$ cat src/sv/pwcd_pkg.sv
// Package for the pulse-width command decoder: opcodes, command codes, band limits,
// register indexes, reset values and the shared struct types.
// Depends on nothing; every other file of the block imports it.
package pwcd_pkg;

  // Input opcodes. The fourth code is ignored by the decoder.
  localparam logic [1:0] OP_RISE = 2'd0;
  localparam logic [1:0] OP_FALL = 2'd1;
  localparam logic [1:0] OP_TICK = 2'd2;

  // Command codes on the result channel.
  localparam logic [1:0] CMD_LINK = 2'd0;
  localparam logic [1:0] CMD_DOWN = 2'd1;
  localparam logic [1:0] CMD_UP   = 2'd2;

  // Band markers in the upper nibble of the last-hit tag.
  localparam logic [7:0] TAG_DOWN      = 8'h10;
  localparam logic [7:0] TAG_UP        = 8'h20;
  localparam logic [7:0] TAG_LINK      = 8'h40;
  localparam logic [7:0] TAG_BAND_MASK = 8'hF0;

  // Exclusive band limits in milliseconds.
  localparam logic [15:0] LINK_LO = 16'd70;
  localparam logic [15:0] LINK_HI = 16'd150;
  localparam logic [15:0] DOWN_LO = 16'd170;
  localparam logic [15:0] DOWN_HI = 16'd250;
  localparam logic [15:0] UP_LO   = 16'd270;
  localparam logic [15:0] UP_HI   = 16'd360;

  // The tick advances the stale window by this many milliseconds.
  localparam logic [16:0] TICK_STEP_MS = 17'd10;
  localparam logic [3:0]  COUNT_MAX    = 4'd15;

  // Configuration register indexes.
  localparam int unsigned CFG_IDX_W = 2;
  localparam int unsigned CFG_DATA_W = 16;
  localparam logic [CFG_IDX_W-1:0] REG_DECODE_ENABLE    = 2'd0;
  localparam logic [CFG_IDX_W-1:0] REG_REPEAT_THRESHOLD = 2'd1;
  localparam logic [CFG_IDX_W-1:0] REG_STALE_WINDOW_MS  = 2'd2;

  // Register reset values.
  localparam logic        RST_DECODE_ENABLE    = 1'b0;
  localparam logic [3:0]  RST_REPEAT_THRESHOLD = 4'd5;
  localparam logic [15:0] RST_STALE_WINDOW_MS  = 16'd1000;

  typedef struct packed {
    logic        decode_enable;
    logic [3:0]  repeat_threshold;
    logic [15:0] stale_window_ms;
  } cfg_t;

  typedef struct packed {
    logic        armed;
    logic [15:0] start_time;
    logic [3:0]  link_count;
    logic [3:0]  down_count;
    logic [3:0]  up_count;
    logic [7:0]  last_tag;
    logic [7:0]  tag_snapshot;
    logic [15:0] window_ms;
  } state_t;

  typedef struct packed {
    logic [1:0]  opcode;
    logic [15:0] time_ms;
  } item_t;

  typedef struct packed {
    logic        command_fired;
    logic [1:0]  command_code;
    logic [15:0] pulse_width;
  } result_t;

endpackage

$ cat src/sv/pwcd_if.sv
// Stream and configuration interfaces of the pulse-width command decoder.
// Depends on pwcd_pkg for the configuration widths.

interface pwcd_item_if;
  logic        valid;
  logic        ready;
  logic [1:0]  opcode;
  logic [15:0] time_ms;
  modport source (output valid, output opcode, output time_ms, input ready);
  modport sink   (input valid, input opcode, input time_ms, output ready);
endinterface

interface pwcd_result_if;
  logic        valid;
  logic        ready;
  logic        command_fired;
  logic [1:0]  command_code;
  logic [15:0] pulse_width;
  modport source (output valid, output command_fired, output command_code,
                  output pulse_width, input ready);
  modport sink   (input valid, input command_fired, input command_code,
                  input pulse_width, output ready);
endinterface

interface pwcd_cfg_if;
  import pwcd_pkg::*;
  logic                  valid;
  logic                  ready;
  logic [CFG_IDX_W-1:0]  index;
  logic [CFG_DATA_W-1:0] data;
  modport source (output valid, output index, output data, input ready);
  modport sink   (input valid, input index, input data, output ready);
endinterface

$ cat src/sv/pwcd_core.sv
// Next-state and result logic of the pulse-width command decoder for one item.
// Depends on pwcd_pkg for the state, configuration and result structs.
module pwcd_core (
  input  pwcd_pkg::state_t  state_i,
  input  pwcd_pkg::cfg_t    cfg_i,
  input  pwcd_pkg::item_t   item_i,
  output pwcd_pkg::state_t  state_o,
  output pwcd_pkg::result_t result_o
);
  import pwcd_pkg::*;

  typedef struct packed {
    logic       fire;
    logic [3:0] count;
  } band_t;

  // A hit fires when the counter already exceeds the threshold, then restarts.
  function automatic band_t band_step(input logic [3:0] count, input logic [3:0] thr);
    band_t r;
    r.fire  = (count > thr);
    r.count = r.fire ? 4'd1 : ((count < COUNT_MAX) ? count + 4'd1 : COUNT_MAX);
    return r;
  endfunction

  logic [15:0] width;
  logic        in_link, in_down, in_up;
  band_t       link_hit, down_hit, up_hit;
  logic        window_over;
  logic [15:0] window_base;
  logic [16:0] window_sum;

  assign width    = item_i.time_ms - state_i.start_time;
  assign in_link  = (width > LINK_LO) && (width < LINK_HI);
  assign in_down  = (width > DOWN_LO) && (width < DOWN_HI);
  assign in_up    = (width > UP_LO) && (width < UP_HI);
  assign link_hit = band_step(state_i.link_count, cfg_i.repeat_threshold);
  assign down_hit = band_step(state_i.down_count, cfg_i.repeat_threshold);
  assign up_hit   = band_step(state_i.up_count, cfg_i.repeat_threshold);

  assign window_over = state_i.window_ms > cfg_i.stale_window_ms;
  assign window_base = window_over ? 16'd0 : state_i.window_ms;
  assign window_sum  = {1'b0, window_base} + TICK_STEP_MS;

  always_comb begin
    state_o  = state_i;
    result_o = '0;
    unique case (item_i.opcode)
      OP_RISE: begin
        if (!state_i.armed) begin
          state_o.armed      = 1'b1;
          state_o.start_time = item_i.time_ms;
        end
      end
      OP_FALL: begin
        if (state_i.armed) begin
          state_o.armed        = 1'b0;
          result_o.pulse_width = width;
          if (cfg_i.decode_enable) begin
            if (in_link) begin
              state_o.down_count     = '0;
              state_o.up_count       = '0;
              state_o.link_count     = link_hit.count;
              state_o.last_tag       = TAG_LINK | {4'd0, link_hit.count};
              result_o.command_fired = link_hit.fire;
              result_o.command_code  = CMD_LINK;
            end else if (in_down) begin
              state_o.link_count     = '0;
              state_o.up_count       = '0;
              state_o.down_count     = down_hit.count;
              state_o.last_tag       = TAG_DOWN | {4'd0, down_hit.count};
              result_o.command_fired = down_hit.fire;
              result_o.command_code  = down_hit.fire ? CMD_DOWN : CMD_LINK;
            end else if (in_up) begin
              state_o.link_count     = '0;
              state_o.down_count     = '0;
              state_o.up_count       = up_hit.count;
              state_o.last_tag       = TAG_UP | {4'd0, up_hit.count};
              result_o.command_fired = up_hit.fire;
              result_o.command_code  = up_hit.fire ? CMD_UP : CMD_LINK;
            end
          end
        end
      end
      OP_TICK: begin
        if (window_over) begin
          if (state_i.tag_snapshot == state_i.last_tag) begin
            case (state_i.last_tag & TAG_BAND_MASK)
              TAG_DOWN: state_o.down_count = '0;
              TAG_UP:   state_o.up_count   = '0;
              TAG_LINK: state_o.link_count = '0;
              default:  ;
            endcase
            state_o.last_tag = '0;
          end
          state_o.tag_snapshot = state_o.last_tag;
        end
        state_o.window_ms = window_sum[16] ? 16'hFFFF : window_sum[15:0];
      end
      default: ;
    endcase
  end

endmodule

$ cat src/sv/pulse_width_command_decoder_unit.sv
// Top level of the pulse-width command decoder: handshakes, configuration
// registers, decoder state and the two pipeline registers.
// Depends on pwcd_pkg, the interfaces in pwcd_if.sv and pwcd_core.

// The decoder takes one transaction per clock on the item channel unless
// the sink stalls: a rising edge, a falling edge or a 10 ms tick, each with
// its millisecond timestamp. Every item yields exactly one result
// transaction: the item is first captured in an input register, then the
// decoder state and the result register are updated together once it is
// free. Throughput is one item per cycle; it is set by the combinational
// state update in pwcd_core, and the result register lets a new item enter
// while an earlier result still waits for the sink. A falling edge that
// follows a rising edge reports the pulse width modulo 2^16 ms; when
// decoding is enabled the width may also complete a link, key-down or
// key-up command once its band counter has exceeded the repeat threshold.
// Configuration writes are always accepted and must only be issued while
// no item is in flight; writes to an unknown index are ignored.
module pulse_width_command_decoder_unit (
  input  logic               clk_i,
  input  logic               rst_ni,
  pwcd_item_if.sink          item_i,
  pwcd_result_if.source      result_o,
  pwcd_cfg_if.sink           cfg_i
);
  import pwcd_pkg::*;

  cfg_t    cfg_q;
  state_t  state_q, state_d;
  item_t   item_q;
  logic    item_vld_q;
  result_t res_q, res_d;
  logic    res_vld_q;
  logic    advance;

  // The input register moves into the result register whenever the result
  // register is empty or its content is being taken this cycle.
  assign advance      = item_vld_q && (!res_vld_q || result_o.ready);
  assign item_i.ready = !item_vld_q || advance;
  assign cfg_i.ready  = 1'b1;

  // Configuration registers. The enable and threshold keep only low data bits.
  always_ff @(posedge clk_i or negedge rst_ni) begin
    if (!rst_ni) begin
      cfg_q.decode_enable    <= RST_DECODE_ENABLE;
      cfg_q.repeat_threshold <= RST_REPEAT_THRESHOLD;
      cfg_q.stale_window_ms  <= RST_STALE_WINDOW_MS;
    end else if (cfg_i.valid) begin
      unique case (cfg_i.index)
        REG_DECODE_ENABLE:    cfg_q.decode_enable    <= cfg_i.data[0];
        REG_REPEAT_THRESHOLD: cfg_q.repeat_threshold <= cfg_i.data[3:0];
        REG_STALE_WINDOW_MS:  cfg_q.stale_window_ms  <= cfg_i.data[15:0];
        default: ;
      endcase
    end
  end

  // Input register. The payload needs no reset; only its valid flag does.
  always_ff @(posedge clk_i or negedge rst_ni) begin
    if (!rst_ni) begin
      item_vld_q <= 1'b0;
    end else if (item_i.ready) begin
      item_vld_q <= item_i.valid;
    end
  end

  always_ff @(posedge clk_i) begin
    if (item_i.ready && item_i.valid) begin
      item_q.opcode  <= item_i.opcode;
      item_q.time_ms <= item_i.time_ms;
    end
  end

  pwcd_core u_core (
    .state_i  (state_q),
    .cfg_i    (cfg_q),
    .item_i   (item_q),
    .state_o  (state_d),
    .result_o (res_d)
  );

  // Decoder state is committed in the same cycle the result is registered.
  always_ff @(posedge clk_i or negedge rst_ni) begin
    if (!rst_ni) begin
      state_q <= '0;
    end else if (advance) begin
      state_q <= state_d;
    end
  end

  always_ff @(posedge clk_i or negedge rst_ni) begin
    if (!rst_ni) begin
      res_vld_q <= 1'b0;
    end else if (advance) begin
      res_vld_q <= 1'b1;
    end else if (result_o.ready) begin
      res_vld_q <= 1'b0;
    end
  end

  always_ff @(posedge clk_i) begin
    if (advance) begin
      res_q <= res_d;
    end
  end

  assign result_o.valid         = res_vld_q;
  assign result_o.command_fired = res_q.command_fired;
  assign result_o.command_code  = res_q.command_code;
  assign result_o.pulse_width   = res_q.pulse_width;

endmodule
$ cat src/flat_wrapper.sv
// flat-port wrapper written by rule: the top's interface ports become plain ports
module pulse_width_command_decoder_unit_flat import pwcd_pkg::*;
  (clk_i, rst_ni, item_i_valid, item_i_opcode, item_i_time_ms, item_i_ready, result_o_valid, result_o_command_fired, result_o_command_code, result_o_pulse_width, result_o_ready, cfg_i_valid, cfg_i_index, cfg_i_data, cfg_i_ready);
  pwcd_item_if item_i_i ();
  pwcd_result_if result_o_i ();
  pwcd_cfg_if cfg_i_i ();
  input  logic clk_i;
  input  logic rst_ni;
  input wire logic [$bits(item_i_i.valid)-1:0] item_i_valid;
  input wire logic [$bits(item_i_i.opcode)-1:0] item_i_opcode;
  input wire logic [$bits(item_i_i.time_ms)-1:0] item_i_time_ms;
  output wire logic [$bits(item_i_i.ready)-1:0] item_i_ready;
  output wire logic [$bits(result_o_i.valid)-1:0] result_o_valid;
  output wire logic [$bits(result_o_i.command_fired)-1:0] result_o_command_fired;
  output wire logic [$bits(result_o_i.command_code)-1:0] result_o_command_code;
  output wire logic [$bits(result_o_i.pulse_width)-1:0] result_o_pulse_width;
  input wire logic [$bits(result_o_i.ready)-1:0] result_o_ready;
  input wire logic [$bits(cfg_i_i.valid)-1:0] cfg_i_valid;
  input wire logic [$bits(cfg_i_i.index)-1:0] cfg_i_index;
  input wire logic [$bits(cfg_i_i.data)-1:0] cfg_i_data;
  output wire logic [$bits(cfg_i_i.ready)-1:0] cfg_i_ready;
  assign item_i_i.valid = item_i_valid;
  assign item_i_i.opcode = item_i_opcode;
  assign item_i_i.time_ms = item_i_time_ms;
  assign item_i_ready = item_i_i.ready;
  assign result_o_valid = result_o_i.valid;
  assign result_o_command_fired = result_o_i.command_fired;
  assign result_o_command_code = result_o_i.command_code;
  assign result_o_pulse_width = result_o_i.pulse_width;
  assign result_o_i.ready = result_o_ready;
  assign cfg_i_i.valid = cfg_i_valid;
  assign cfg_i_i.index = cfg_i_index;
  assign cfg_i_i.data = cfg_i_data;
  assign cfg_i_ready = cfg_i_i.ready;
  pulse_width_command_decoder_unit u_core (.clk_i(clk_i), .rst_ni(rst_ni), .item_i(item_i_i), .result_o(result_o_i), .cfg_i(cfg_i_i));
endmodule
$ cat config.mk
export PLATFORM = sky130hd
export DESIGN_NAME = pulse_width_command_decoder_unit_flat
export DESIGN_NICKNAME = d
export VERILOG_FILES = /design/src/sv/pwcd_pkg.sv /design/src/sv/pwcd_if.sv /design/src/sv/pwcd_core.sv /design/src/sv/pulse_width_command_decoder_unit.sv /design/src/flat_wrapper.sv
export SDC_FILE = /design/constraint.sdc
export NUM_CORES = 1
export LEC_CHECK = 0
export ABC_AREA = 0
export BUFFER_PORTS_ARGS = -buffer_cell sky130_fd_sc_hd__buf_2
export CORE_ASPECT_RATIO = 2
export CORE_MARGIN = 4
export CORE_UTILIZATION = 60
export CTS_CLUSTER_DIAMETER = 100
export DETAILED_ROUTE_END_ITERATION = 12
export MAX_ROUTING_LAYER = met4
export PLACE_DENSITY = 0.83
export SLEW_MARGIN = 20
export SYNTH_ARGS = -nofsm -noshare
export SYNTH_HDL_FRONTEND = slang
export SYNTH_HIERARCHICAL = 1
export SYNTH_SLANG_ARGS = --single-unit
$ cat constraint.sdc
create_clock -name clk_i -period 9.8 [get_ports clk_i]
set_clock_uncertainty 0.05 [all_clocks]
set_input_delay 1.96 -clock clk_i [delete_from_list [all_inputs] [get_ports clk_i]]
set_output_delay 1.96 -clock clk_i [all_outputs]
set_load 0.05 [all_outputs]
# --- Word-level counts from Yosys, hierarchy flattened ---
# Index checks and enable logic that the tools add are counted.
totals:
  ff_bits: 121
  input_bits: 41
  out_inout_bits: 22
  word_cells: 110
op_classes:
  add_sub_neg: 5
  order_cmp: 13
  eq_ne: 16
  mux: 27
  n_bitwise: 3
  reduce_logical: 28
ops:
  columns: ["operator", "count"]
  rows:
  - ["$mux 20", 6]
  - ["$pmux 20 s2", 1]
  - ["$mux 4", 9]
  - ["$lt 16x8->1 const B", 2]
  - ["$mux 16", 2]
  - ["$mux 28", 1]
  - ["$reduce_and 8->1", 3]
  - ["$add 16x4->17 const B", 1]
  - ["$gt 16x16->1", 1]
  - ["$gt 16x7->1 const B", 1]
  - ["$gt 16x8->1 const B", 1]
  - ["$gt 16x9->1 const B", 1]
  - ["$lt 16x9->1 const B", 1]
  - ["$sub 16x16->16", 1]
  - ["$add 4x1->4 const B", 3]
  - ["$gt 4x4->1", 3]
  - ["$lt 4x4->1 const B", 3]
  - ["$reduce_and 2->1", 6]
  - ["$ne 2x1->1 const B", 5]
  - ["$mux 3", 3]
  - ["$reduce_and 3->1", 3]
  - ["$eq 8x8->1", 1]
  - ["$reduce_and 6->1", 1]
  - ["$reduce_bool 2->1", 3]
  - ["other kinds (16)", 30]

# --- Depth between registers and ports, before layout ---
# Gate-level depths: netlist (run 1).
logic_depth:
  ltp_word: 9
  mapped_depth: 18
  mapped_depth_nobuf: 16

# --- Cells and area by module ---
# Netlist (run 1), hierarchy kept.
by_module_without_submodules:
  columns: ["module", "n_inst", "cells_each", "area_each_um2", "seq_area_each_um2"]
  rows:
  - ["pulse_width_command_decoder_unit", 1, 222, 4585.6, 3223.1]
  - ["pwcd_core", 1, 628, 3972.6, 0.0]

# --- Least setup slack after synthesis (run 1) ---
# Ideal clock, no wire load.
synth_path:
  path_type: "in2out"
  startpoint: "in result_o_ready"
  endpoint: "out item_i_ready"
  arrival_time_ns: 2.443
  required_time_ns: 7.790
  setup_slack_ns: 5.347
  cell_stages: 1
  path_buffers: 0
  path_cell_list: "nand3b_1"
synth_between:
  elab_chain_len: 3
synth_lines:
  columns: ["item", "line", "source"]
  rows:
  - ["start, declared", "flat_wrapper.sv:17", "input wire logic [$bits(result_o_i.ready)-1:0] result_o_ready;"]
  - ["$logic_or 1x1->1", "pulse_width_command_decoder_unit.sv:37", "assign advance = item_vld_q && (!res_vld_q || result_o.ready);"]
  - ["$logic_and 1x1->1", "pulse_width_command_decoder_unit.sv:37", null]
  - ["$logic_or 1x1->1", "pulse_width_command_decoder_unit.sv:38", "assign item_i.ready = !item_vld_q || advance;"]
  - ["end, declared", "flat_wrapper.sv:12", "output wire logic [$bits(item_i_i.ready)-1:0] item_i_ready;"]
# Every way passes these cells.

==> qor.tcl, run 1 <==
set qor(run_status) {complete, no violations}
set qor(cts-hold-fix-buffers) 0
set qor(min_period_over_period) 0.469
set qor(cts_made_buffers) 17
set qor(finalSetupTns_ns) 0
set qor(max_freq_mhz) 218
set qor(postCtsSetupRepairBufs) 0
set qor(tightestPinTransition_ns) 0.866
set qor(drcViolationCount) 0
set qor(post_cts.resized_instances) 0
set qor(synth_ff_type) {dfrtp_1}
set qor(synthCells) 850
set qor(critPathKind) {flop to flop}
set qor(drt_iter0_markers) 440
set qor(pin_count) 63
set qor(post_layout_cell_count) 1101
set qor(layout.nets) 991
set qor(placed_insts) 1069
set qor(syn-num-nets) 942
set qor(fin_crit_ns) 4.59
set qor(power.share.sequential) 0.274
set qor(crit_path_end_kind) {flop}
set qor(worst_setup_hold_path_clk_slew_ns) 0.06
set qor(hold_violations) 0
set qor(standard_cell_with_the_maximum_stage_delay_on_the_critical_path) {nor4b_4}
set qor(maxSlewHeadroom) 0.423
set qor(rsz0062_at_grt) {false}
set qor(worstPathMaxFanout) 17
set qor(timing.final.setup_violations) 0
set qor(chipWidth_um) 92.5
set qor(max-cap-violations) 0
set qor(vias) 6937
set qor(cts-root-buf) {clkbuf_16}
set qor(total_chip_power_mw) 2.46
set qor(cts_tree) {done}
set qor(coreArea_um2) 14000
set qor(worstPathBufferInverterCount) 2
set qor(synth-edff-count) 37
set qor(place_worst_setup_slack_ns) 5.27
set qor(initial_utilization) 0.613
set qor(cp_launch_type) {flop}
set qor(chain_of_cells_forming_the_critical_path) {inv_1 > ha_1 > inv_1 > fa_1 > a21o_1 > a221oi_2 > nand4b_1 > o211ai_1 > xnor2_2 > nor4b_4 > o211ai_2 > a221oi_2 > o21ai_1 > mux2_4}
set qor(dp_hpwl_um) 15900
set qor(synth-seq-area-share) 0.377
set qor(worst_hold_path_type) {flop to flop}
set qor(stages_on_the_worst_setup_path) 14
set qor(grt_pass1_vias) 6911
set qor(worst_endpoint_required_time_ns) 10.04
set qor(initial_antenna_violation_count) 0
set qor(syn_area_um2) 8560
set qor(drive_gt1_frac) 0.235
set qor(cts.htree.levels) 4
set qor(avgViaCountPerCell) 6.30
set qor(die-height_um) 177
set qor(timing.final.max_slew_violations) 0
set qor(power.combinational.fraction) 0.468
set qor(critPathLaunch) {u_core/item_q[0]$_DFFE_PP_}
set qor(synth_cell_type_count) 84
set qor(utilization) 0.683
set qor(drt_pre_antenna_iters) 5
set qor(grt_first_pass_wirelength_um) 34300
set qor(arrival_ns) 4.83
set qor(place.port_buffers) 61
set qor(areaGrowthSynthToFinish_pct) 11.5
set qor(diodes) 0
set qor(worstReg2RegStart) {u_core/item_q[0]$_DFFE_PP_}
set qor(power_per_cell_area_nw_per_um2) 257
set qor(power_report.internal_total_mw) 1.45
set qor(layout.cell_area.non_filler_um2) 9550
set qor(die-area_um2) 16400
set qor(vdd_drop_max_v) 0.000191
set qor(worst_r2r_path_depth) 14
set qor(synth.ff_latch_count) 121
set qor(maximum_number_of_pins_on_one_net_before_global_route_repair) 63
set qor(switching_share) 0.408
set qor(track_usage) 0.278
set qor(num_rows) 61
set qor(regToRegSetupSlack_ns) 5.21
set qor(post_synth.cell_area_avg_um2) 10.1
set qor(layout_common_cells) {nand2_1, dfrtp_1, mux2_4, o21ai_0, buf_2}
set qor(async_flop_share) 0.694
set qor(tritoncts_num_sinks) 121
set qor(crit_family) {compound AO/OA/AOI/OAI gates}
set qor(gr-total-overflow) 0
set qor(largest_stage_delay_on_the_critical_path_ns) 0.71
set qor(detailed_place.area_um2) 8940
set qor(final_antenna_net_count) 0
set qor(fraction_of_power_consumed_by_the_clock_network) 0.259
set qor(buffers_from_clock_root_to_sink_at_most) 2
set qor(tightest_hold_margin_ns) 0.454
set qor(critPathCapture) {u_core/state_q[32]$_DFFE_PN0P_}
set qor(ys.warnings.count) 6
set qor(static-leakage-power_nw) 4.38
set qor(regToRegEndpoint) {u_core/state_q[32]$_DFFE_PN0P_}
set qor(final_common_cell) {nand2_1}
set qor(clk-insertion-delay-late_ns) 0.42
set qor(detail_route.wl_per_cell_um) 19.6
set qor(finalWorstSetupSlack_ns) 5.21
set qor(netSwitchingPower_mw) 1.00
set qor(gpl.final_weighted_congestion) 0.994
set qor(postRouteWirelength_um) 21600
-- power groups by stage --
stage | combinational, mW | clock, mW | sequential (mW)
after detailed placement | 1.11 | 0 | 0.679
after global routing | 1.24 | 0.675 | 0.682
after floorplan | 0.858 | 0 | 0.691
final | 1.15 | 0.635 | 0.672
after CTS | 1.13 | 0.647 | 0.672
after global placement | 1.09 | 0 | 0.675
-- sequential cells by signal, summed over array words and instances, names as in the netlist --
signal                         count
u_core/result_o.command_code       2
u_core/item_q                     18
u_core/cfg_q                      21
u_core/item_vld_q                  1
u_core/result_o.pulse_width       16
u_core/state_q                    61
u_core/result_o.valid              1
u_core/result_o.command_fired      1
-- layer usage --
| metal | wire [um] | vias up | part of all wire | GRT usage |
|---|---|---|---|---|
| li1 | - | 3223 | - | - |
| met3 | 672 | 105 | 0.031 | 0.0370 |
| met4 | 1670 | 0 | 0.078 | 0.199 |
| met1 | 7180 | 3370 | 0.33 | 0.256 |
| met5 | 0 | - | 0 | - |
| met2 | 12000 | 239 | 0.56 | 0.513 |
-- synthesized netlist by cell type (18+ instances only) --
library cell	number	area share
a21oi_1	39	0.023
and3_1	20	0.015
clkbuf_1	18	0.0079
dfrtp_1	76	0.22
edfxtp_1	37	0.13
ha_1	50	0.073
inv_1	58	0.025
mux2_4	69	0.12
nand2_1	77	0.034
nand3_1	21	0.012
nor2_1	46	0.020
o21ai_0	63	0.037
-- cell type report --
class	instances	area, um2
Multi-Input combinational cell	636	4930
Fill cell	1058	4420
Sequential cell	121	3220
Clock buffer	20	468
Timing Repair Buffer	65	338
Tap cell	189	236
Inverter	58	218
Clock inverter	12	136
-- worst min path at each step --
stage	startpoint	endpoint	slack [ns]	depth (start not counted)
floorplan	u_core/cfg_q[10]$_DFFE_PN0P_	u_core/cfg_q[10]$_DFFE_PN0P_	0.43	1
global placement	u_core/cfg_q[19]$_DFFE_PN0P_	u_core/cfg_q[19]$_DFFE_PN0P_	0.44	1
detailed placement	u_core/state_q[57]$_DFFE_PN0P_	u_core/state_q[57]$_DFFE_PN0P_	0.44	1
CTS	u_core/cfg_q[19]$_DFFE_PN0P_	u_core/cfg_q[19]$_DFFE_PN0P_	0.46	1
global route	u_core/cfg_q[17]$_DFFE_PN0P_	u_core/cfg_q[17]$_DFFE_PN0P_	0.47	1
finish	u_core/cfg_q[19]$_DFFE_PN0P_	u_core/cfg_q[19]$_DFFE_PN0P_	0.45	1
-- kinds of logic (layout without fill, tap and decap cells) --
| group | Yosys count | count (layout) | share of synthesized area |
|---|---|---|---|
| AND/OR/NAND/NOR | 254 | 254 | 0.158 |
| AO/OA/AOI/OAI | 223 | 223 | 0.175 |
| flip-flops | 121 | 121 | 0.377 |
| buffers and inverters | 93 | 155 | 0.0487 |
| multiplexers | 87 | 87 | 0.144 |
| adder cells (fa/ha/maj) | 51 | 51 | 0.0754 |
| XOR/XNOR | 20 | 20 | 0.0213 |
| other | 1 | 1 | 0.000438 |
Note: power is estimated with default switching activity, not from simulation.
==> run 2: changes to the inputs <==
- ABC_AREA: 0 -> 1
- clock period: 9.8 -> 4.8 ns (I/O delays scaled with it)
==> run 2 against run 1 <==
  * First-iteration DRC count rose by 61%
  * Combinational power rose by 130%
  * Register-to-register slack got worse by 4.1 ns
  * Flip-flop and latch count did not move
  * Critical path depth rose by 4
  * Total power rose by 130%
  * Wire length rose by 18%
  * Hold slack got worse by 0.035 ns
  * Synthesized area rose by 5.8%
  * Clock power rose by 97%
  * Clock-buffer cell count rose by 3
  * Critical path type unchanged
  * Largest cell class unchanged
==> qor.tcl, run 2 <==
set qor(run_status) {complete, no violations}
set qor(syn_area_um2) 9050 ;# +5.8%
set qor(detailed_place.area_um2) 9300 ;# +4.0%
set qor(largest-register) {u_core/state_q}
set qor(chipWidth_um) 94.9 ;# +2.6%
set qor(hold_violations) 0 ;# unchanged
set qor(syn-num-nets) 1391 ;# +48%
set qor(buffers_from_clock_root_to_sink_at_most) 2 ;# unchanged
set qor(initial_antenna_violation_count) 0 ;# unchanged
set qor(synth_ff_type) {dfrtp_1}
set qor(highest_layer) {met4}
set qor(detail_route.wl_per_cell_um) 16.5 ;# -16%
set qor(coreArea_um2) 14800 ;# +6.1%
set qor(rsz0062_at_grt) {false}
set qor(synthCells) 1299 ;# +53%
set qor(worst_hold_path_type) {flop to flop}
set qor(post_synth.cell_area_avg_um2) 6.97 ;# -31%
set qor(total_chip_power_mw) 5.53 ;# +130%
set qor(routed-wl-met3_um) 1240 ;# +84%
set qor(drcViolationCount) 0 ;# unchanged
set qor(gpl.final_weighted_congestion) 0.983 ;# -1.1%
set qor(placed_insts) 1507 ;# +41%
set qor(postCtsSetupRepairBufs) 0 ;# unchanged
set qor(layout.nets) 1423 ;# +44%
set qor(crit_path_end_kind) {flop}
set qor(largest_register_ffs) 61 ;# unchanged
set qor(vdd_drop_max_v) 0.000283 ;# +49%
set qor(netlist.top_cell.by_area) {dfrtp_1}
set qor(final_antenna_net_count) 0 ;# unchanged
set qor(dp_hpwl_um) 17700 ;# +11%
set qor(max_freq_mhz) 270 ;# +24%
set qor(synth.most_common_cell) {nand2_1}
set qor(initial_utilization) 0.611 ;# -0.00188
set qor(netSwitchingPower_mw) 2.55 ;# +150%
set qor(ys_top_cells_by_count) {nand2_1, inv_1, nand3_1}
set qor(arrival_ns) 4.01 ;# -0.82 ns
set qor(cts_tree) {done}
set qor(finalSetupTns_ns) 0 ;# unchanged
set qor(worstPathMaxFanout) 34 ;# +17
set qor(gr-total-overflow) 0 ;# unchanged
set qor(grt_first_pass_wirelength_um) 41300 ;# +20%
set qor(power.combinational.fraction) 0.486 ;# +0.018
set qor(synth-edff-count) 37 ;# unchanged
set qor(tritoncts_num_sinks) 121 ;# unchanged
set qor(fin_crit_ns) 3.71 ;# -0.883 ns
set qor(finalWorstSetupSlack_ns) 1.09 ;# -4.12 ns
set qor(drt_pre_antenna_iters) 5 ;# unchanged
set qor(timing.final.max_slew_violations) 0 ;# unchanged
set qor(power_per_cell_area_nw_per_um2) 560 ;# +120%
set qor(layout_common_cells) {nand2_1, inv_1, nand3_1, nor2_1, dfrtp_1}
set qor(cp_launch_type) {flop}
set qor(critPathKind) {flop to flop}
set qor(final_common_cell) {nand2_1}
set qor(cts-root-buf) {clkbuf_16}
set qor(postRouteWirelength_um) 25400 ;# +18%
set qor(hold_path_startpoint) {u_core/cfg_q[3]$_DFFE_PN1P_}
set qor(cts-hold-fix-buffers) 0 ;# unchanged
set qor(die-height_um) 182 ;# +2.7%
set qor(switching_share) 0.461 ;# +0.0532
set qor(worst_setup_hold_path_clk_slew_ns) 0.06 ;# about the same
set qor(tightest_hold_margin_ns) 0.419 ;# -0.0351 ns
set qor(tightestPinTransition_ns) 1.04 ;# +0.177 ns
set qor(max-cap-violations) 0 ;# unchanged
set qor(maxSlewHeadroom) 0.303 ;# -0.119
set qor(drt_iter0_markers) 708 ;# +61%
set qor(diodes) 0 ;# unchanged
set qor(ff_latch_area_um2) 3220 ;# about the same
set qor(layout.cell_area.non_filler_um2) 9880 ;# +3.5%
set qor(min_period_over_period) 0.773 ;# +0.304
set qor(vias) 9024 ;# +30%
set qor(synth_top_cells_by_area) {dfrtp_1, nand2_1, edfxtp_1}
set qor(num_rows) 63 ;# +3.3%
set qor(synth_cell_type_count) 49 ;# -42%
set qor(synth_top_area_frac) 0.210 ;# -0.0121
set qor(worst_endpoint_required_time_ns) 5.10 ;# -4.94 ns
set qor(synth-seq-area-share) 0.356 ;# -0.0206
set qor(utilization) 0.666 ;# -0.0169
set qor(areaGrowthSynthToFinish_pct) 9.11
set qor(post_layout_cell_count) 1539 ;# +40%
set qor(drive_gt1_frac) 0.119 ;# -0.116
set qor(ys.warnings.count) 6 ;# unchanged
set qor(worstReg2RegStart) {u_core/cfg_q[9]$_DFFE_PN1P_}
set qor(pin_count) 63 ;# unchanged
set qor(static-leakage-power_nw) 5.11 ;# +17%
set qor(cts_made_buffers) 17 ;# unchanged
set qor(track_usage) 0.314 ;# +0.0358
set qor(timing.final.setup_violations) 0 ;# unchanged
set qor(fillerInstances) 1348 ;# +27%
set qor(routedLengthMet1_um) 8480 ;# +18%
set qor(place_worst_setup_slack_ns) 1.18 ;# -4.09 ns
set qor(synth.ff_latch_count) 121 ;# unchanged
set qor(route.met2.wl_um) 13900 ;# +16%
set qor(power_report.internal_total_mw) 2.98 ;# +100%
set qor(grt_pass1_vias) 9058 ;# +31%
set qor(clk-insertion-delay-late_ns) 0.42 ;# about the same
set qor(footprint_of_the_multi_input_gates_um2) 4940 ;# +0.28%
set qor(place.port_buffers) 61 ;# unchanged
set qor(post_cts.resized_instances) 0 ;# unchanged
set qor(cts.htree.levels) 4 ;# unchanged
set qor(power.share.sequential) 0.287 ;# +0.013
set qor(maximum_number_of_pins_on_one_net_before_global_route_repair) 85 ;# +35%
set qor(avgViaCountPerCell) 5.86 ;# -6.9%
set qor(fraction_of_power_consumed_by_the_clock_network) 0.227 ;# -0.032
set qor(die-area_um2) 17200 ;# +5.4%
set qor(async_flop_share) 0.694 ;# unchanged
set qor(critPathLaunch) {u_core/cfg_q[9]$_DFFE_PN1P_}
set qor(largest_registers_in_the_final_layout) {u_core/state_q x61, u_core/cfg_q x21, u_core/item_q x18}
run 2: cell types whose count changed in the layout (fill, tap and decap cells not counted), sizes merged, moves of 16 or more:
cell,change
nor2,+59
a21oi,+16
nand2,+376
nand3,+117
mux2,-83
nand4,+21
and3,-19
inv,+83
nand2b,-16
run 2: layout make-up:
class / count / share of cell area
Multi-Input combinational cell: 979 / 0.500
Sequential cell: 121 / 0.326
Inverter: 147 / 0.0559
Clock buffer: 23 / 0.0484
Timing Repair Buffer: 65 / 0.0346
Tap cell: 195 / 0.0247
Clock inverter: 9 / 0.00988
run 2: worst max-delay path, cell delays in order, from the launching register on:
cell and delay, ns:
dfstp_2 0.53, inv_1 0.04, ha_1 0.30, a21o_1 0.17
nand3_1 0.06, a21oi_1 0.07, nor3_2 0.10, nand3_1 0.10
nand2_2 0.45, nand2_1 0.21, inv_1 0.12, nand3_1 0.17
nor2_1 0.34, nand3_2 0.35, o21ai_0 0.18, nand2_1 0.08
o21ai_0 0.10, nand3_1 0.09, nand2_1 0.10
run 2: path summary, 6_finish.rpt:
kind,slack (ns),cells after the start,end
min reg2reg,0.42,2,u_core/cfg_q[3]$_DFFE_PN1P_
min,0.42,2,u_core/cfg_q[3]$_DFFE_PN1P_
min in group asynchronous,0.54,1,u_core/cfg_q[14]$_DFFE_PN0P_
max,1.09,18,u_core/state_q[0]$_DFFE_PN0P_
max in group asynchronous,3.60,1,u_core/item_vld_q$_DFFE_PN0P_
max reg2reg,1.09,18,u_core/state_q[0]$_DFFE_PN0P_
run 2: per-layer routing:
layer / global-route usage / up-vias
li1: - / 4318
met1: 0.283 / 4155
met2: 0.573 / 403
met3: 0.0468 / 148
met4: 0.222 / 0
met5: - / -
run 2: power groups by stage:
stage	registers, mW	logic (mW)	clock network (mW)
2_1_floorplan	1.58	1.97	0
3_3_place_gp	1.59	2.54	0
3_5_place_dp	1.59	2.61	0
4_1_cts	1.58	2.64	1.27
5_1_grt	1.62	3.02	1.32
6_report	1.59	2.69	1.25
run 2: cell families (layout without fill, tap and decap cells):
group                    after synthesis  after routing  synth area share
multiplexers                           1              1           0.00124
AND/OR/NAND/NOR                      758            758             0.365
buffers and inverters                199            244            0.0983
other                                  1              1          0.000414
flip-flops                           121            121             0.356
adder cells (fa/ha/maj)               51             51            0.0713
AO/OA/AOI/OAI                        159            159            0.0990
XOR/XNOR                               9              9           0.00871
==> run 3: changes to the inputs <==
- ABC_AREA: 1 -> 0
- CORE_UTILIZATION: 60 -> 56
- PLACE_DENSITY: 0.83 -> 0.82
- clock period: 4.8 -> 3.33 ns (I/O delays scaled with it)
==> run 3 against run 2 <==
  * The flow now finishes with violations (negative setup slack)
  * Die area grew 1.2%
  * Cell count shrank 20%
  * Global-route usage shrank 1.2 points
  * First-iteration DRC count shrank 27%
  * Non-clock buffer count grew 129
  * Register-to-register slack lost 1.5 ns
  * Largest cell class unchanged
==> qor.tcl, run 3 (synthesis results as in run 1) <==
set qor(grt_first_pass_wirelength_um) 38900 ;# -5.8%
set qor(worst_setup_hold_path_clk_slew_ns) 0.06 ;# about the same
set qor(critPathKind) {flop to flop}
set qor(arrival_ns) 3.98 ;# -0.03 ns
set qor(regToRegEndpoint) {u_core/state_q[33]$_DFFE_PN0P_}
set qor(hold_violations) 0 ;# unchanged
set qor(tightestPinTransition_ns) 0.906 ;# -0.136 ns
set qor(vdd_drop_max_v) 0.000724 ;# +160%
set qor(initial_antenna_violation_count) 0 ;# unchanged
set qor(largest-register) {u_core/state_q}
set qor(drcViolationCount) 0 ;# unchanged
set qor(cts-root-buf) {clkbuf_16}
set qor(regToRegSetupSlack_ns) -0.40 ;# -1.49 ns
set qor(run_status) {finished with violations}
set qor(drt_pre_antenna_iters) 5 ;# unchanged
set qor(power_per_cell_area_nw_per_um2) 797 ;# +42%
set qor(finalSetupTns_ns) -7.58 ;# -7.58 ns
set qor(static-leakage-power_nw) 5.09 ;# -0.29%
set qor(coreArea_um2) 14900 ;# +0.53%
set qor(layout.cell_area.non_filler_um2) 11000 ;# +11%
set qor(tritoncts_num_sinks) 121 ;# unchanged
set qor(layout_common_cells) {buf_4, nand2_1, dfrtp_1, mux2_4, buf_2}
set qor(cts.htree.levels) 4 ;# unchanged
set qor(max-cap-violations) 0 ;# unchanged
set qor(maximum_number_of_pins_on_one_net_before_global_route_repair) 53 ;# -38%
set qor(num_rows) 63 ;# unchanged
set qor(global_route.peak_usage_layer) {met2}
set qor(worst_endpoint_required_time_ns) 3.59 ;# -1.51 ns
set qor(cts_tree) {done}
set qor(buffers_from_clock_root_to_sink_at_most) 2 ;# unchanged
set qor(drt_iter0_markers) 516 ;# -27%
set qor(critPathLaunch) {u_core/item_q[0]$_DFFE_PP_}
set qor(chipWidth_um) 95.4 ;# +0.59%
set qor(track_usage) 0.301 ;# -0.0124
set qor(gr-total-overflow) 0 ;# unchanged
set qor(grt_pass1_vias) 7799 ;# -14%
set qor(fillerInstances) 993 ;# -26%
set qor(die-height_um) 183 ;# +0.62%
set qor(finalWorstSetupSlack_ns) -0.395 ;# -1.49 ns
set qor(detail_route.wl_per_cell_um) 21.3 ;# +29%
set qor(drive_gt1_frac) 0.378 ;# +0.258
set qor(cpMostUsedCell) {inv_1}
set qor(initial_utilization) 0.574 ;# -0.0364
set qor(largest_register_ffs) 61 ;# unchanged
set qor(grt_use_met1) 0.281 ;# -0.00269
set qor(place.port_buffers) 61 ;# unchanged
set qor(rsz0062_at_grt) {true}
set qor(post_layout_cell_count) 1236 ;# -20%
set qor(worstReg2RegStart) {u_core/item_q[0]$_DFFE_PP_}
set qor(cts_made_buffers) 17 ;# unchanged
set qor(dp_hpwl_um) 17600 ;# -0.40%
set qor(worstPathMaxFanout) 10 ;# -71%
set qor(final_common_cell) {buf_4}
set qor(cts-hold-fix-buffers) 0 ;# unchanged
set qor(global_route.usage.met3) 0.0411 ;# -0.00580
set qor(areaGrowthSynthToFinish_pct) 28.0
set qor(diodes) 0 ;# unchanged
set qor(final_antenna_net_count) 0 ;# unchanged
set qor(avgViaCountPerCell) 6.20 ;# +5.7%
set qor(largest_registers_in_the_final_layout) {u_core/state_q x61, u_core/cfg_q x21, u_core/item_q x18}
set qor(placed_insts) 1186 ;# -21%
set qor(place_worst_setup_slack_ns) -0.427 ;# -1.61 ns
set qor(timing.final.setup_violations) 34 ;# +34
set qor(detailed_place.area_um2) 9860 ;# +6.1%
set qor(chain_of_cells_forming_the_critical_path) {inv_1 > ha_1 > inv_1 > fa_2 > a21o_4 > a31o_1 > a211oi_2 > xor2_1 > o2111ai_2 > nor4b_4 > buf_6 > o211ai_2 > a221oi_2 > buf_4 > o2bb2ai_1 > mux2_4}
set qor(die-area_um2) 17400 ;# +1.2%
set qor(gpl.final_weighted_congestion) 0.980 ;# -0.27%
set qor(clk-insertion-delay-late_ns) 0.42 ;# about the same
set qor(pin_count) 63 ;# unchanged
set qor(critPathCapture) {u_core/state_q[33]$_DFFE_PN0P_}
set qor(failed_checks) {negative setup slack}
set qor(vias) 7661 ;# -15%
set qor(maxSlewHeadroom) 0.396 ;# +0.0925
set qor(layout.nets) 1120 ;# -21%
set qor(min_period_over_period) 1.12 ;# +0.346
set qor(max_freq_mhz) 268 ;# -0.44%
set qor(largest_stage_delay_on_the_critical_path_ns) 0.38 ;# -0.15 ns
set qor(worst_r2r_path_depth) 16 ;# -2
set qor(standard_cell_with_the_maximum_stage_delay_on_the_critical_path) {edfxtp_1}
set qor(worst_hold_path_type) {input port to asynchronous set/reset pin}
set qor(gr-usage-met2) 0.547 ;# -0.0262
set qor(postRouteWirelength_um) 26400 ;# +3.7%
set qor(fin_crit_ns) 3.73 ;# +0.0166 ns
set qor(crit_path_end_kind) {flop}
set qor(cp_launch_type) {flop}
set qor(tightest_hold_margin_ns) 0.274 ;# -0.145 ns
set qor(timing.final.max_slew_violations) 0 ;# unchanged
## run 3: changes by cell type in the layout (fill, tap and decap cells not counted), sizes merged, moves of 12 or more
cell	delta
o21ai	+12
nand3	-117
buf	+128
mux2	+83
nand2b	+16
a21oi	-16
o21a	+12
a31oi	-12
nand2	-376
nor2	-59
nand4	-21
inv	-87
and3	+19
## run 3: area by class of cell
class	count	area, um2	area share
repair buffers	194	1400	0.128
clock inverters	11	95.1	0.00868
clock buffers	21	472	0.0431
multi-input cells	636	5300	0.483
well taps	195	244	0.0223
flip-flops and latches	121	3230	0.294
inverters	58	223	0.0203
## run 3: report_power, final
part	leakage, nW	internal, mW	switching [mW]
clock network	0.282	1.09	0.706
registers	1.43	1.79	0.165
logic	3.38	2.31	2.66
## run 3: per-layer routing
layer / up-vias / wire length, um / share of wire
li1: 3487 / - / -
met1: 3738 / 8640 / 0.33
met2: 302 / 14700 / 0.56
met3: 134 / 1030 / 0.039
met4: 0 / 1970 / 0.075
met5: - / 0 / 0
## run 3: how the worst min path moves through the flow
stage,startpoint,to,slack (ns),cells past startpoint
finish,rst_ni,u_core/state_q[45]$_DFFE_PN0P_,0.27,1
global route,rst_ni,u_core/state_q[45]$_DFFE_PN0P_,0.32,1
CTS,rst_ni,u_core/state_q[45]$_DFFE_PN0P_,0.30,1
detailed placement,u_core/state_q[55]$_DFFE_PN0P_,u_core/state_q[55]$_DFFE_PN0P_,0.45,1
global placement,u_core/cfg_q[19]$_DFFE_PN0P_,u_core/cfg_q[19]$_DFFE_PN0P_,0.44,1
floorplan,rst_ni,u_core/cfg_q[0]$_DFFE_PN0P_,0.32,0
## run 3: critical path: cells and delay by family, from the launching register on
family                     cells  cell delay (ns)
muxes                          1             0.26
and+or+nand+nor                1             0.27
DFF                            1             0.38
adders and majority gates      2             0.50
xor gates and xnor gates       1             0.25
buffers and inverters          4             0.49
AOI/OAI and AO/OA              7             1.39
## run 3: what timing repair did
item,in CTS,in global routing
resized for setup,37,47
gates cloned,0,1
pin swaps,18,17
buffers inserted,8,13
setup endpoints to repair,38,47
## run 3: metrics by stage
stage,utilization,power (mW)
2_1_floorplan,-,4.61
3_3_place_gp,0.662,6.14
3_5_place_dp,0.662,6.25
4_1_cts,0.715,8.32
5_1_grt,0.735,9.15
6_report,0.735,8.73
